## src/rtl/gaussian_kernel_generator_defines.svh

```systemverilog
// assertion macros for the gaussian kernel generator
// used by the top level, no other dependencies
`ifndef GAUSSIAN_KERNEL_GENERATOR_DEFINES_SVH
`define GAUSSIAN_KERNEL_GENERATOR_DEFINES_SVH
`ifndef SYNTHESIS
`define GKG_ASSERT_NOW(label, clk, rst_n, ante, cons) \
    label: assert property (@(posedge clk) disable iff (!(rst_n)) (ante) |-> (cons)) \
        else $error("gkg check failed");
`define GKG_ASSERT_NEXT(label, clk, rst_n, ante, cons) \
    label: assert property (@(posedge clk) disable iff (!(rst_n)) (ante) |=> (cons)) \
        else $error("gkg check failed");
`else
`define GKG_ASSERT_NOW(label, clk, rst_n, ante, cons)
`define GKG_ASSERT_NEXT(label, clk, rst_n, ante, cons)
`endif
`endif

```

## src/rtl/gkg_pkg.sv

```systemverilog
// shared types and constants for the gaussian kernel generator
// no dependencies
`timescale 1ns / 1ps
`default_nettype none
package gkg_pkg;
    localparam int MAX_TAPS_DEF   = 63;
    localparam int RADIUS_MAX_DEF = 64;
    localparam int DIV_W  = 49;
    localparam int DVS_W  = 39;
    localparam int DW     = 6;
    localparam int RAW_W  = 33;
    localparam int SUM_W  = 35;
    localparam int PROD_W = 49;
    localparam int K_W    = 6;
    localparam int A_W    = 21;
    localparam logic [15:0]      LN2_Q16 = 16'd45426;
    localparam logic [DIV_W-1:0] A_LIMIT = 49'd1499058;
    localparam logic [3:0]       TERMS   = 4'd12;
    // floor(x/3) = (x * THIRD_RECIP) >> THIRD_SHIFT for x below 2^17
    localparam logic [16:0]      THIRD_RECIP = 17'd43691;
    localparam int               THIRD_SHIFT = 17;
    // floor(a/LN2_Q16) = (a * LN2_RECIP) >> LN2_SHIFT for a below 2^21
    localparam logic [21:0]      LN2_RECIP   = 22'd3025558;
    localparam int               LN2_SHIFT   = 37;

    typedef struct packed {
        logic        op;
        logic [15:0] sigma_q8;
        logic [6:0]  tap_count;
        logic [15:0] radius_q8;
    } t_in_word;

    typedef struct packed {
        logic [6:0]  tap_index;
        logic [15:0] weight_q16;
        logic [6:0]  size_used;
        logic        error;
        logic        last;
    } t_out_word;

    typedef enum logic [2:0] {
        DS_A,
        DS_TERM,
        DS_NORM
    } t_div_sel;

    typedef struct packed {
        logic     load;
        logic     div_start;
        t_div_sel div_sel;
        logic     set_sig;
        logic     set_size;
        logic     sq;
        logic     zero_raw;
        logic     cap_a;
        logic     set_k;
        logic     cap_k;
        logic     mul;
        logic     cap_term;
        logic     make_raw;
        logic     store;
        logic     norm_init;
        logic     rd;
        logic     out_tap;
        logic     out_err;
    } t_cmd;

    typedef struct packed {
        logic op;
        logic invalid;
        logic div_done;
        logic div_busy;
        logic a_big;
        logic n_last;
        logic d_last;
        logic i_last;
        logic out_free;
    } t_sts;
endpackage
`default_nettype wire

```

## src/rtl/gkg_ctrl.sv

```systemverilog
// controller state machine sequencing both passes over the taps
// depends on gkg_pkg
`timescale 1ns / 1ps
`default_nettype none
module gkg_ctrl (
    input  wire            i_clk,
    input  wire            i_rst_n,
    input  wire            i_in_valid,
    output logic           o_in_ready,
    input  gkg_pkg::t_sts  i_sts,
    output gkg_pkg::t_cmd  o_cmd
);
    import gkg_pkg::*;

    typedef enum logic [18:0] {
        S_IDLE   = 19'h00001,
        S_PRE    = 19'h00002,
        S_W_SIG  = 19'h00004,
        S_CHK    = 19'h00008,
        S_ERR    = 19'h00010,
        S_A_GO   = 19'h00020,
        S_A_W    = 19'h00040,
        S_K_GO   = 19'h00080,
        S_K_W    = 19'h00100,
        S_MUL    = 19'h00200,
        S_T_GO   = 19'h00400,
        S_T_W    = 19'h00800,
        S_RAW    = 19'h01000,
        S_ST     = 19'h02000,
        S_N_INIT = 19'h04000,
        S_RD     = 19'h08000,
        S_N_GO   = 19'h10000,
        S_N_W    = 19'h20000,
        S_OUT    = 19'h40000
    } t_state;

    t_state r_state;
    t_state n_state;

    always_ff @(posedge i_clk) begin
        if (!i_rst_n) begin
            r_state <= S_IDLE;
        end else begin
            r_state <= n_state;
        end
    end

    assign o_in_ready = r_state == S_IDLE;

    always_comb begin
        n_state = r_state;
        o_cmd   = '0;
        o_cmd.div_sel = DS_A;
        case (r_state)
            S_IDLE: begin
                if (i_in_valid) begin
                    o_cmd.load = 1'b1;
                    n_state    = S_PRE;
                end
            end
            S_PRE: begin
                if (i_sts.op) begin
                    o_cmd.set_sig = 1'b1;
                    n_state       = S_W_SIG;
                end else begin
                    n_state = S_CHK;
                end
            end
            S_W_SIG: begin
                o_cmd.set_size = 1'b1;
                n_state        = S_CHK;
            end
            S_CHK: begin
                if (i_sts.invalid) begin
                    n_state = S_ERR;
                end else begin
                    o_cmd.sq = 1'b1;
                    n_state  = S_A_GO;
                end
            end
            S_ERR: begin
                if (i_sts.out_free) begin
                    o_cmd.out_err = 1'b1;
                    n_state       = S_IDLE;
                end
            end
            S_A_GO: begin
                o_cmd.div_sel   = DS_A;
                o_cmd.div_start = 1'b1;
                n_state         = S_A_W;
            end
            S_A_W: begin
                if (i_sts.div_done) begin
                    if (i_sts.a_big) begin
                        o_cmd.zero_raw = 1'b1;
                        n_state        = S_ST;
                    end else begin
                        o_cmd.cap_a = 1'b1;
                        n_state     = S_K_GO;
                    end
                end
            end
            S_K_GO: begin
                o_cmd.set_k = 1'b1;
                n_state     = S_K_W;
            end
            S_K_W: begin
                o_cmd.cap_k = 1'b1;
                n_state     = S_MUL;
            end
            S_MUL: begin
                o_cmd.mul = 1'b1;
                n_state   = S_T_GO;
            end
            S_T_GO: begin
                o_cmd.div_sel   = DS_TERM;
                o_cmd.div_start = 1'b1;
                n_state         = S_T_W;
            end
            S_T_W: begin
                if (i_sts.div_done) begin
                    o_cmd.cap_term = 1'b1;
                    n_state        = i_sts.n_last ? S_RAW : S_MUL;
                end
            end
            S_RAW: begin
                o_cmd.make_raw = 1'b1;
                n_state        = S_ST;
            end
            S_ST: begin
                o_cmd.store = 1'b1;
                n_state     = i_sts.d_last ? S_N_INIT : S_A_GO;
            end
            S_N_INIT: begin
                o_cmd.norm_init = 1'b1;
                n_state         = S_RD;
            end
            S_RD: begin
                o_cmd.rd = 1'b1;
                n_state  = S_N_GO;
            end
            S_N_GO: begin
                o_cmd.div_sel   = DS_NORM;
                o_cmd.div_start = 1'b1;
                n_state         = S_N_W;
            end
            S_N_W: begin
                if (i_sts.div_done) begin
                    n_state = S_OUT;
                end
            end
            S_OUT: begin
                if (i_sts.out_free) begin
                    o_cmd.out_tap = 1'b1;
                    n_state       = i_sts.i_last ? S_IDLE : S_RD;
                end
            end
            default: begin
                n_state = S_IDLE;
            end
        endcase
    end
endmodule
`default_nettype wire

```

## config.mk

```make
export PLATFORM = sky130hd
export DESIGN_NAME = gkg_ctrl
export DESIGN_NICKNAME = d
export VERILOG_FILES = /design/src/rtl/gaussian_kernel_generator_defines.svh /design/src/rtl/gkg_pkg.sv /design/src/rtl/gkg_ctrl.sv
export SDC_FILE = /design/constraint.sdc
export NUM_CORES = 1
export LEC_CHECK = 0
export ABC_AREA = 1
export BUFFER_PORTS_ARGS = -buffer_cell sky130_fd_sc_hd__buf_2
export CAP_MARGIN = 20
export CORE_MARGIN = 5
export CORE_UTILIZATION = 55
export CTS_BUF_LIST = sky130_fd_sc_hd__clkbuf_4
export DETAILED_ROUTE_END_ITERATION = 10
export PLACE_DENSITY = 0.91
export REMOVE_ABC_BUFFERS = 1
export SLEW_MARGIN = 0
export SYNTH_ARGS = -nofsm -noshare
export SYNTH_HDL_FRONTEND = slang
export SYNTH_SLANG_ARGS = --single-unit
```

## constraint.sdc

```tcl
create_clock -name i_clk -period 1.8 [get_ports i_clk]
set_input_delay 0.18 -clock i_clk [delete_from_list [all_inputs] [get_ports i_clk]]
set_output_delay 0.18 -clock i_clk [all_outputs]
set_load 0.03 [all_outputs]
```

After elaboration in Yosys (flattened, before gate mapping) --
Index checks and enable logic that the tools add are counted.
Storage, ports and cells: logic and storage cells 64, bits in registers 19, output and inout port bits 21, bits of input ports 12
Operators by class: eq/ne operators 25, muxes and demuxes 37, reductions and logical operators 1
Operator list (count):
- $pmux W19 S19 | 1
- $mux W19 | 6
- $mux W1 | 21
- $eq A19 B1 Y1 const B | 1
- $eq A19 B10 Y1 const B | 1
- $eq A19 B11 Y1 const B | 1
- $eq A19 B12 Y1 const B | 1
- $eq A19 B13 Y1 const B | 1
- $eq A19 B14 Y1 const B | 1
- $eq A19 B15 Y1 const B | 1
- $eq A19 B16 Y1 const B | 1
- $eq A19 B17 Y1 const B | 1
- $eq A19 B18 Y1 const B | 1
- $eq A19 B19 Y1 const B | 1
- $eq A19 B2 Y1 const B | 1
- $eq A19 B3 Y1 const B | 1
- $eq A19 B4 Y1 const B | 1
- $eq A19 B5 Y1 const B | 1
- $eq A19 B6 Y1 const B | 1
- $eq A19 B7 Y1 const B | 1
- $eq A19 B8 Y1 const B | 1
- $eq A19 B9 Y1 const B | 1
- $mux W16 | 1
- $mux W15 | 1
- other kinds (8) | 14

Depth between registers and ports, before layout --
Gate-level depths: netlist of run 1.
depth in word-level cells 3, mapped depth 11, gate-level depth less buffers 10

Worst setup path after synthesis of run 1 --
OpenSTA, ideal clock, no wires.
path kind flip-flop to output port, start point register r_state[16], end point output o_cmd[10] in the netlist's numbering, path buffers 0, arrival time 1.518 ns, path slack 0.102 ns, cell stages (with the launch flop) 6, path through dfxtp_1 -> nor2_2 -> nand2_2 -> nor2_4 -> nand3_2 -> nor3_1
RTL lines:
- start: declaration | RTL line gkg_ctrl.sv:37 | t_state r_state;
- start signal: assignment | RTL line gkg_ctrl.sv:44 | r_state <= n_state;
- end: declaration | RTL line gkg_ctrl.sv:11 | output gkg_pkg::t_cmd o_cmd

==> results of run 1 <==
## worst register-to-register path, delay by kind of cell (launching register included)
family	cells	cell delay, ns
buffers and inverters	3	0.38
flip-flops	1	0.36
AO/OA/AOI/OAI	1	0.08
AND/OR/NAND/NOR	9	0.92
## Yosys cell counts, drive strengths merged
| cell | number | area (um2) |
|---|---|---|
| a21oi | 7 | 38.8 |
| buf | 3 | 23.8 |
| conb | 1 | 3.75 |
| dfxtp | 19 | 380 |
| inv | 51 | 194 |
| nand2 | 41 | 189 |
| nand3 | 31 | 233 |
| nand4 | 1 | 6.26 |
| nor2 | 40 | 238 |
| nor3 | 11 | 55.1 |
| nor4 | 1 | 6.26 |
| o21ai | 4 | 23.8 |
| o21bai | 1 | 7.51 |
| o22ai | 1 | 6.26 |
## cells by family (layout without fill, tap and decap cells)
kind of cell,after synthesis,count (layout),share of synthesized area
and+or+nand+nor,125,126,0.517
buffers and inverters,54,100,0.155
other,1,1,0.00267
DFF,19,19,0.271
AOI/OAI and AO/OA,13,13,0.0543
## final timing paths
path | startpoint | cells after the start | end
max | r_state[3]$_SDFFE_PN0P_ | 7 | o_cmd[11]
min reg2reg | r_state[4]$_SDFFE_PN0P_ | 2 | r_state[4]$_SDFFE_PN0P_
max reg2reg | r_state[4]$_SDFFE_PN0P_ | 13 | r_state[0]$_SDFFE_PN1P_
min | i_sts[3] | 3 | r_state[12]$_SDFFE_PN0P_
## layer usage
layer | global-route usage | up-vias
met5 | 0 | -
met4 | 0.115 | 0
met3 | 0.0277 | 50
met2 | 0.369 | 168
met1 | 0.244 | 793
li1 | - | 752
## layout by cell type, fill, tap and decap left out, types with 3 or more instances in the layout
master	synthesis	routed
nand2_2	5	3
buf_6	1	8
dfxtp_2	0	12
nand2_1	33	33
nor2_4	5	15
nand3_4	1	11
buf_12	0	3
nor3_1	11	8
nand2_4	3	5
clkbuf_4	0	8
nor2_1	26	23
inv_1	40	35
nand3_2	13	18
buf_2	1	13
a21oi_1	6	6
o21ai_0	3	3
buf_4	1	16
dfxtp_1	19	6
inv_2	10	15
## repair_timing
item / CTS / global route
gates resized for setup: 25 / 71
pin swaps: 6 / 22
endpoints found under the hold margin: 0 / 0
endpoints found under the setup margin: 13 / 22
buffers inserted: 3 / 11
gates cloned: 0 / 1
## stage by stage
step / cell area (um2) / worst slack, ns / std cells
after floorplan: 1380 / 0.102 / 209
after global placement: 1580 / 0.207 / 270
after detailed placement: 1580 / 0.170 / 270
after CTS: 1710 / -0.0349 / 277
after global routing: 2100 / -0.235 / 289
final: 2100 / -0.0917 / 289
## where the power goes
group | leakage [nW] | internal (mW) | switching, mW
Clock | 0.0184 | 0.102 | 0.154
Sequential | 0.160 | 0.467 | 0.0517
Combinational | 0.893 | 0.506 | 0.907
Total | 1.07 | 1.07 | 1.11
## cell type report
cell class | count | area (um2) | share of cell area
Clock buffer | 4 | 30.0 | 0.0143
Inverter | 51 | 199 | 0.0948
Multi-Input combinational cell | 140 | 1050 | 0.501
Sequential cell | 19 | 399 | 0.190
Tap cell | 30 | 37.5 | 0.0179
Timing Repair Buffer | 45 | 380 | 0.181
==> results.py, run 1 <==
metrics = {
    "yosys": {
        "ys_seq_area_frac": 0.271,
        "netlist_instances": 212,
        "ys_seq_elements": 19,
        "ys_warn_count": 0,
        "netlist_area_um2": 1410,
        "yosysUniqueCellTypes": 27,
        "syn_avg_cell_area_um2": 6.63,
    },
    "place": {
        "hpwl_um": 2570,
        "port-buffer-count": 30,
        "place_congestion": 0.895,
    },
    "routing": {
        "drtPass1Iterations": 5,
        "dr_wl_met3_um": 610,
        "wl_met1_um": 1890,
        "top_layer_used": "met4",
        "avgViaCountPerCell": 6.10,
        "vias": 1763,
        "dr_wl_met2_um": 2470,
        "drt_iter0_markers": 144,
        "routed_wl_um": 5350,
        "drcViolationCount": 0,
        "wire_per_inst_um": 18.5,
        "drtAntennaViolNets": 0,
    },
    "grt": {
        "grt_max_degree": 15,
        "antenna_found_initial": 0,
        "overflow": 0,
        "grt_use_total": 0.209,
        "grt_pass1_wl_um": 5720,
        "first_global_vias": 1324,
    },
    "floorplanning": {
        "die-area_um2": 3670,
        "io_pins": 33,
        "coreArea_um2": 2450,
        "num_rows": 18,
        "fp.dieH_um": 60.5,
        "start_util": 0.572,
        "fp.dieW_um": 60.5,
    },
    "setup_path": {
        "critPathKind": "flop to output port",
        "cp.required_ns": 1.62,
        "critical-path-slowest-cell": "dfxtp_1",
        "cpPeakStageDelay_ns": 0.36,
        "worst_path_dominant_cell_family": "simple AND/OR/NAND/NOR gates",
        "crit_chain": "nor2_1 -> nand2_2 -> nor2_4 -> buf_12 -> nand3_4 -> nor3_4 -> buf_6",
        "crit_arrival_ns": 1.71,
        "worstPathMaxFanout": 5,
        "cp-start-kind": "flop",
        "path_buf_inv": 2,
        "cp-end-kind": "output port",
        "r2r_setup_slack_ns": -0.03,
    },
    "layout": {
        "nets": 272,
        "layout-drive-gt1-share": 0.533,
        "largest_register_ffs": 19,
        "antennaDiodeCount": 0,
        "syn2layout_area_growth_pct": 49.3,
        "top_register": "r_state",
        "largestRegisters": "r_state (19)",
        "fillers": 108,
        "fin_util": 0.855,
    },
    "clock_tree": {
        "htree_num_levels": 1,
        "cts.sinks": 19,
        "cts_tree": "done",
        "cts_root_buffer": "clkbuf_4",
        "path_clk_slew_ns": 0.13,
        "cts_hold_buf": 0,
        "cts_made_buffers": 3,
        "clock_latency_ns": 0.32,
        "clk_path_buf_depth": 2,
    },
    "sta": {
        "maxSlewViolCount": 0,
        "finalSetupViolCount": 12,
        "fmax_mhz": 529,
        "rsz0062_at_grt": "true",
        "fin_skew_ns": 0.00954,
        "setup_tns_ns": -0.524,
        "hold_violations": 0,
        "hold_ws_ns": 0.141,
        "layout_setup_ws_ns": -0.0917,
        "layout_min_cycle_time_ns": 1.89,
        "fin_crit_sh": 1.05,
    },
    "power_and_ir_drop": {
        "ir_drop_mv": 1.13,
        "total_power_mw": 2.19,
        "p_leak_nw": 1.07,
        "powerDensity_nw_per_um2": 1040,
    },
    "flow_run": {
        "max_cap_viol_count": 0,
    },
    "outcome": {
        "status": "finished, violations left",
        "violations": "negative setup slack",
    },
    "worst_hold_path": {
        "worstHoldPathType": "primary input to flop",
    },
}
Note: power is estimated with default switching activity, not from simulation.
==> run 2: changes to the inputs <==
--- a/config.mk
+++ b/config.mk
@@ -13,7 +13,6 @@
 export CTS_BUF_LIST = sky130_fd_sc_hd__clkbuf_4
 export DETAILED_ROUTE_END_ITERATION = 10
 export PLACE_DENSITY = 0.91
-export REMOVE_ABC_BUFFERS = 1
 export SLEW_MARGIN = 0
 export SYNTH_ARGS = -nofsm -noshare
 export SYNTH_HDL_FRONTEND = slang
==> results.py, run 2 (same netlist as run 1, synthesis figures left out) <==
metrics = {
    "outcome": {
        "status": "finished, violations left",
        "violations": "negative setup slack",
    },
    "setup_path": {
        "r2r_start": "r_state[18]$_SDFFE_PN0P_",
        "crit_arrival_ns": 1.66,
        "reg2regPathDepth": 11,
        "cp-startpoint": "r_state[18]$_SDFFE_PN0P_",
        "cp.required_ns": 1.62,
        "critPathKind": "flop to output port",
        "reg2reg_to": "r_state[18]$_SDFFE_PN0P_",
        "cp-start-kind": "flop",
        "cp-end-kind": "output port",
        "r2r_setup_slack_ns": 0.02,
        "worstPathMaxFanout": 7,
        "cp-endpoint": "o_cmd[6]",
    },
    "place": {
        "place_congestion": 0.893,
        "hpwl_um": 2580,
        "port-buffer-count": 30,
        "place_area_um2": 1580,
    },
    "power_and_ir_drop": {
        "sequentialPowerShare": 0.250,
        "p_sw_frac": 0.502,
        "ir_drop_mv": 1.38,
        "pwr-share-clk": 0.120,
        "internal-power_mw": 1.01,
        "p_sw_mw": 1.01,
        "p_leak_nw": 1.04,
        "powerDensity_nw_per_um2": 1010,
        "comb_power_share": 0.629,
    },
    "floorplanning": {
        "fp.dieH_um": 60.5,
        "io_pins": 33,
        "start_util": 0.572,
        "num_rows": 18,
        "die-area_um2": 3670,
        "coreArea_um2": 2450,
        "fp.dieW_um": 60.5,
    },
    "layout": {
        "antennaDiodeCount": 0,
        "fin_util": 0.819,
        "fillers": 150,
        "fin_area_um2": 2010,
        "multiInputGateArea_um2": 990,
        "syn2layout_area_growth_pct": 43.0,
        "layout-drive-gt1-share": 0.527,
        "most-common-layout-cells": "36 x inv_1, 33 x nand2_1, 21 x nor2_1, 20 x buf_4, 19 x nand3_2",
        "nets": 271,
        "largestRegisters": "r_state (19)",
        "largest_register_ffs": 19,
        "top_register": "r_state",
        "ff_latch_area_um2": 402,
        "final_common_cell": "inv_1",
    },
    "clock_tree": {
        "clock_latency_ns": 0.30,
        "cts_made_buffers": 3,
        "clk_path_buf_depth": 2,
        "htree_num_levels": 1,
        "cts.sinks": 19,
        "cts_tree": "done",
        "cts_hold_buf": 0,
        "cts_root_buffer": "clkbuf_4",
        "path_clk_slew_ns": 0.11,
    },
    "routing": {
        "drtPass1Iterations": 4,
        "avgViaCountPerCell": 5.47,
        "routed_wl_um": 4430,
        "vias": 1576,
        "drt_iter0_markers": 59,
        "wire_per_inst_um": 15.4,
        "drcViolationCount": 0,
        "drtAntennaViolNets": 0,
    },
    "sta": {
        "finalSetupViolCount": 8,
        "fin_skew_ns": 0.000987,
        "rsz0062_at_grt": "true",
        "hold_violations": 0,
        "layout_min_cycle_time_ns": 1.84,
        "fmax_mhz": 545,
        "layout_setup_ws_ns": -0.0355,
        "fin_crit_sh": 1.02,
        "maxSlewViolCount": 0,
    },
    "grt": {
        "overflow": 0,
        "antenna_found_initial": 0,
        "grt_max_degree": 15,
        "first_global_vias": 1425,
        "grt_pass1_wl_um": 5890,
        "grt_use_total": 0.214,
    },
    "yosys": {
        "syn_nets": 224,
    },
    "flow_run": {
        "max_cap_viol_count": 0,
    },
    "worst_hold_path": {
        "worstHoldPathType": "primary input to flop",
    },
}
## run 2: power by group through the flow
stage / logic, mW / clock network, mW / registers [mW]
after floorplan: 0.735 / 0 / 0.495
after global placement: 0.865 / 0 / 0.499
after detailed placement: 0.885 / 0 / 0.501
after CTS: 0.977 / 0.241 / 0.492
after global routing: 1.35 / 0.258 / 0.511
final: 1.27 / 0.243 / 0.507
## run 2: worst min path at each step
stage             start                        to  depth (start not counted)
3_5_place_dp   i_sts[2]  r_state[14]$_SDFFE_PN0P_                          3
3_3_place_gp   i_sts[2]  r_state[14]$_SDFFE_PN0P_                          3
2_1_floorplan  i_sts[3]  r_state[12]$_SDFFE_PN0P_                          2
5_1_grt        i_sts[2]  r_state[14]$_SDFFE_PN0P_                          3
6_report       i_sts[2]  r_state[14]$_SDFFE_PN0P_                          3
4_1_cts        i_sts[2]  r_state[14]$_SDFFE_PN0P_                          3
## run 2: per-stage QoR
| step | setup slack (ns) | std cells | power [mW] | TNS, ns | hold slack [ns] |
|---|---|---|---|---|---|
| 2_1_floorplan | 0.102 | 212 | 1.23 | 0 | 0.299 |
| 5_1_grt | -0.107 | 288 | 2.12 | -1.09 | 0.0889 |
| 3_5_place_dp | 0.179 | 270 | 1.39 | 0 | 0.421 |
| 4_1_cts | 0.000232 | 279 | 1.71 | 0 | 0.101 |
| 6_report | -0.0355 | 288 | 2.02 | -0.122 | 0.0856 |
| 3_3_place_gp | 0.205 | 270 | 1.36 | 0 | 0.414 |
## run 2: cell type report
type | count | share of cell area
flip-flops and latches | 19 | 0.200
repair buffers | 45 | 0.175
inverters | 51 | 0.0990
clock buffers | 4 | 0.0149
well taps | 30 | 0.0187
multi-input cells | 139 | 0.493
## run 2: worst max-delay path, cell delays in order (launching register included)
cell	delay, ns
dfxtp_4	0.38
nor2_4	0.13
nand2_4	0.09
nor2_4	0.26
nand3_2	0.14
buf_6	0.15
nor2_4	0.07
buf_6	0.13
## run 2: repair_timing
| item | CTS | global route |
|---|---|---|
| pin swaps | 4 | 17 |
| resized for setup | 23 | 74 |
| endpoints found under the setup margin | 7 | 34 |
| buffers inserted | 5 | 9 |
## run 2: per-layer routing
layer / vias up / GRT usage / routed length, um
met5: - / 0 / 0
met4: 0 / 0.102 / 117
met3: 18 / 0.0340 / 391
met2: 79 / 0.370 / 2190
met1: 734 / 0.258 / 1740
li1: 745 / - / -
==> run 3: changes to the inputs <==
--- a/config.mk
+++ b/config.mk
@@ -8,11 +8,12 @@
 export ABC_AREA = 1
 export BUFFER_PORTS_ARGS = -buffer_cell sky130_fd_sc_hd__buf_2
 export CAP_MARGIN = 20
+export CORE_ASPECT_RATIO = 0.7
 export CORE_MARGIN = 5
-export CORE_UTILIZATION = 55
+export CORE_UTILIZATION = 50
 export CTS_BUF_LIST = sky130_fd_sc_hd__clkbuf_4
 export DETAILED_ROUTE_END_ITERATION = 10
-export PLACE_DENSITY = 0.91
+export PLACE_DENSITY = 0.75
 export SLEW_MARGIN = 0
 export SYNTH_ARGS = -nofsm -noshare
 export SYNTH_HDL_FRONTEND = slang
==> results.py, run 3 (same netlist as run 1, synthesis figures left out) <==
metrics = {
    "clock_tree": {
        "clock_latency_ns": 0.31,
        "cts_root_buffer": "clkbuf_4",
        "cts_hold_buf": 0,
        "cts_made_buffers": 3,
        "htree_num_levels": 1,
        "cts.sinks": 19,
        "path_clk_slew_ns": 0.12,
        "cts_tree": "done",
        "clk_path_buf_depth": 2,
    },
    "setup_path": {
        "cp-startpoint": "r_state[9]$_SDFFE_PN0P_",
        "crit_arrival_ns": 1.71,
        "crit_chain": "nor2_2 -> nand2_4 -> nor2_4 -> buf_4 -> nand3_2 -> inv_2 -> buf_6",
        "critPathKind": "flop to output port",
        "path_buf_inv": 3,
        "cp-end-kind": "output port",
        "cp.required_ns": 1.62,
        "cp-start-kind": "flop",
        "r2r_start": "r_state[9]$_SDFFE_PN0P_",
        "reg2reg_to": "r_state[18]$_SDFFE_PN0P_",
        "r2r_setup_slack_ns": -0.07,
        "reg2regPathDepth": 11,
        "worstPathMaxFanout": 6,
        "worst_path_dominant_cell_family": "simple AND/OR/NAND/NOR gates",
        "cpPeakStageDelay_ns": 0.36,
        "critical-path-slowest-cell": "dfxtp_2",
    },
    "floorplanning": {
        "num_rows": 16,
        "io_pins": 33,
        "fp.dieH_um": 54.4,
        "start_util": 0.512,
        "coreArea_um2": 2740,
        "die-area_um2": 3990,
        "fp.dieW_um": 73.4,
    },
    "power_and_ir_drop": {
        "p_leak_nw": 1.11,
        "ir_drop_mv": 1.15,
        "powerDensity_nw_per_um2": 1060,
    },
    "layout": {
        "fin_util": 0.802,
        "fillers": 159,
        "syn2layout_area_growth_pct": 56.5,
        "nets": 278,
        "multiInputGateArea_um2": 1060,
        "ff_latch_area_um2": 402,
        "most-common-layout-cells": "31 x inv_1, 31 x nand2_1, 19 x inv_2, 19 x nor2_1, 19 x buf_4",
        "layout-drive-gt1-share": 0.577,
        "antennaDiodeCount": 0,
        "largest_register_ffs": 19,
        "top_register": "r_state",
        "largestRegisters": "r_state (19)",
    },
    "worst_hold_path": {
        "worstHoldPathType": "primary input to flop",
        "min_to": "r_state[14]$_SDFFE_PN0P_",
        "hp-start": "i_sts[2]",
        "holdPathStages": 3,
    },
    "sta": {
        "maxSlewViolCount": 0,
        "layout_setup_ws_ns": -0.0874,
        "fin_crit_sh": 1.05,
        "fin_skew_ns": 0.00526,
        "hold_ws_ns": 0.107,
        "rsz0062_at_grt": "true",
        "hold_violations": 0,
        "fmax_mhz": 530,
        "layout_min_cycle_time_ns": 1.89,
        "finalSetupViolCount": 23,
    },
    "flow_run": {
        "max_cap_viol_count": 0,
    },
    "routing": {
        "drtAntennaViolNets": 0,
        "vias": 1647,
        "drcViolationCount": 0,
        "drtPass1Iterations": 5,
        "wire_per_inst_um": 16.8,
        "drt_iter0_markers": 132,
        "avgViaCountPerCell": 5.47,
        "routed_wl_um": 5050,
    },
    "grt": {
        "grt_use_total": 0.201,
        "antenna_found_initial": 0,
        "first_global_vias": 1335,
        "grt_pass1_wl_um": 6040,
        "grt_max_degree": 15,
        "overflow": 0,
    },
    "yosys": {
        "syn_nets": 224,
    },
    "outcome": {
        "status": "finished, violations left",
        "violations": "negative setup slack",
    },
    "place": {
        "hpwl_um": 2650,
        "port-buffer-count": 30,
        "place_congestion": 0.854,
    },
}
==> run 3: cell types whose count changed in the layout (fill, tap and decap cells not counted), moves of 2 or more <==
cell / previous run / this run
inv_2: 14 / 19
buf_6: 11 / 17
nor2_1: 21 / 19
nor2_4: 14 / 18
clkbuf_4: 7 / 4
inv_1: 36 / 31
buf_12: 0 / 3
nand2_4: 5 / 8
nand2_1: 33 / 31
==> run 3: how the worst max path moves through the flow <==
| stage | to | slack (ns) | cells past startpoint |
|---|---|---|---|
| floorplan | o_cmd[10] | 0.10 | 5 |
| global placement | r_state[0]$_SDFFE_PN1P_ | 0.18 | 10 |
| detailed placement | r_state[18]$_SDFFE_PN0P_ | 0.18 | 10 |
| CTS | o_cmd[4] | -0.02 | 6 |
| global route | r_state[6]$_SDFFE_PN0P_ | -0.13 | 10 |
| finish | o_cmd[3] | -0.09 | 7 |
==> run 3: metal layers <==
layer	vias up	track usage	wire length, um
met5	-	0	0
met4	0	0.0723	128
met3	20	0.0532	407
met2	94	0.340	2460
met1	769	0.251	2060
li1	764	-	-
==> run 3: stage by stage <==
stage	setup TNS (ns)	total power [mW]	cells	area, um2	setup WS (ns)
4_1_cts	-0.0515	1.83	290	1820	-0.0164
5_1_grt	-3.08	2.44	301	2200	-0.130
3_5_place_dp	0	1.38	276	1580	0.177
6_report	-0.799	2.34	301	2200	-0.0874
2_1_floorplan	0	1.23	212	1410	0.102
3_3_place_gp	0	1.37	276	1580	0.181
==> run 3: timing repair <==
action                                 4_1_cts  5_1_grt
resized for setup                           36       82
pin swaps                                   10       29
setup endpoints to repair                    9       34
cloned                                       1        1
endpoints found under the hold margin        0        0
setup buffers                                9       10
==> run 3: cell type report <==
type / count / share of cell area
Multi-Input combinational cell: 140 / 0.482
Timing Repair Buffer: 50 / 0.204
Sequential cell: 19 / 0.183
Inverter: 51 / 0.0927
Tap cell: 36 / 0.0205
Clock buffer: 4 / 0.0137
Timing Repair inverter: 1 / 0.00398
==> run 3: worst min-delay path: cells and delay by family <==
family	cells	cell delay [ns]
buf+inv	1	0.11
simple gates	2	0.10
==> run 3: power breakdown <==
group          internal (mW)  switching [mW]  total [mW]
clock network          0.102           0.146       0.247
logic                  0.622           0.955        1.58
registers              0.466          0.0450       0.511
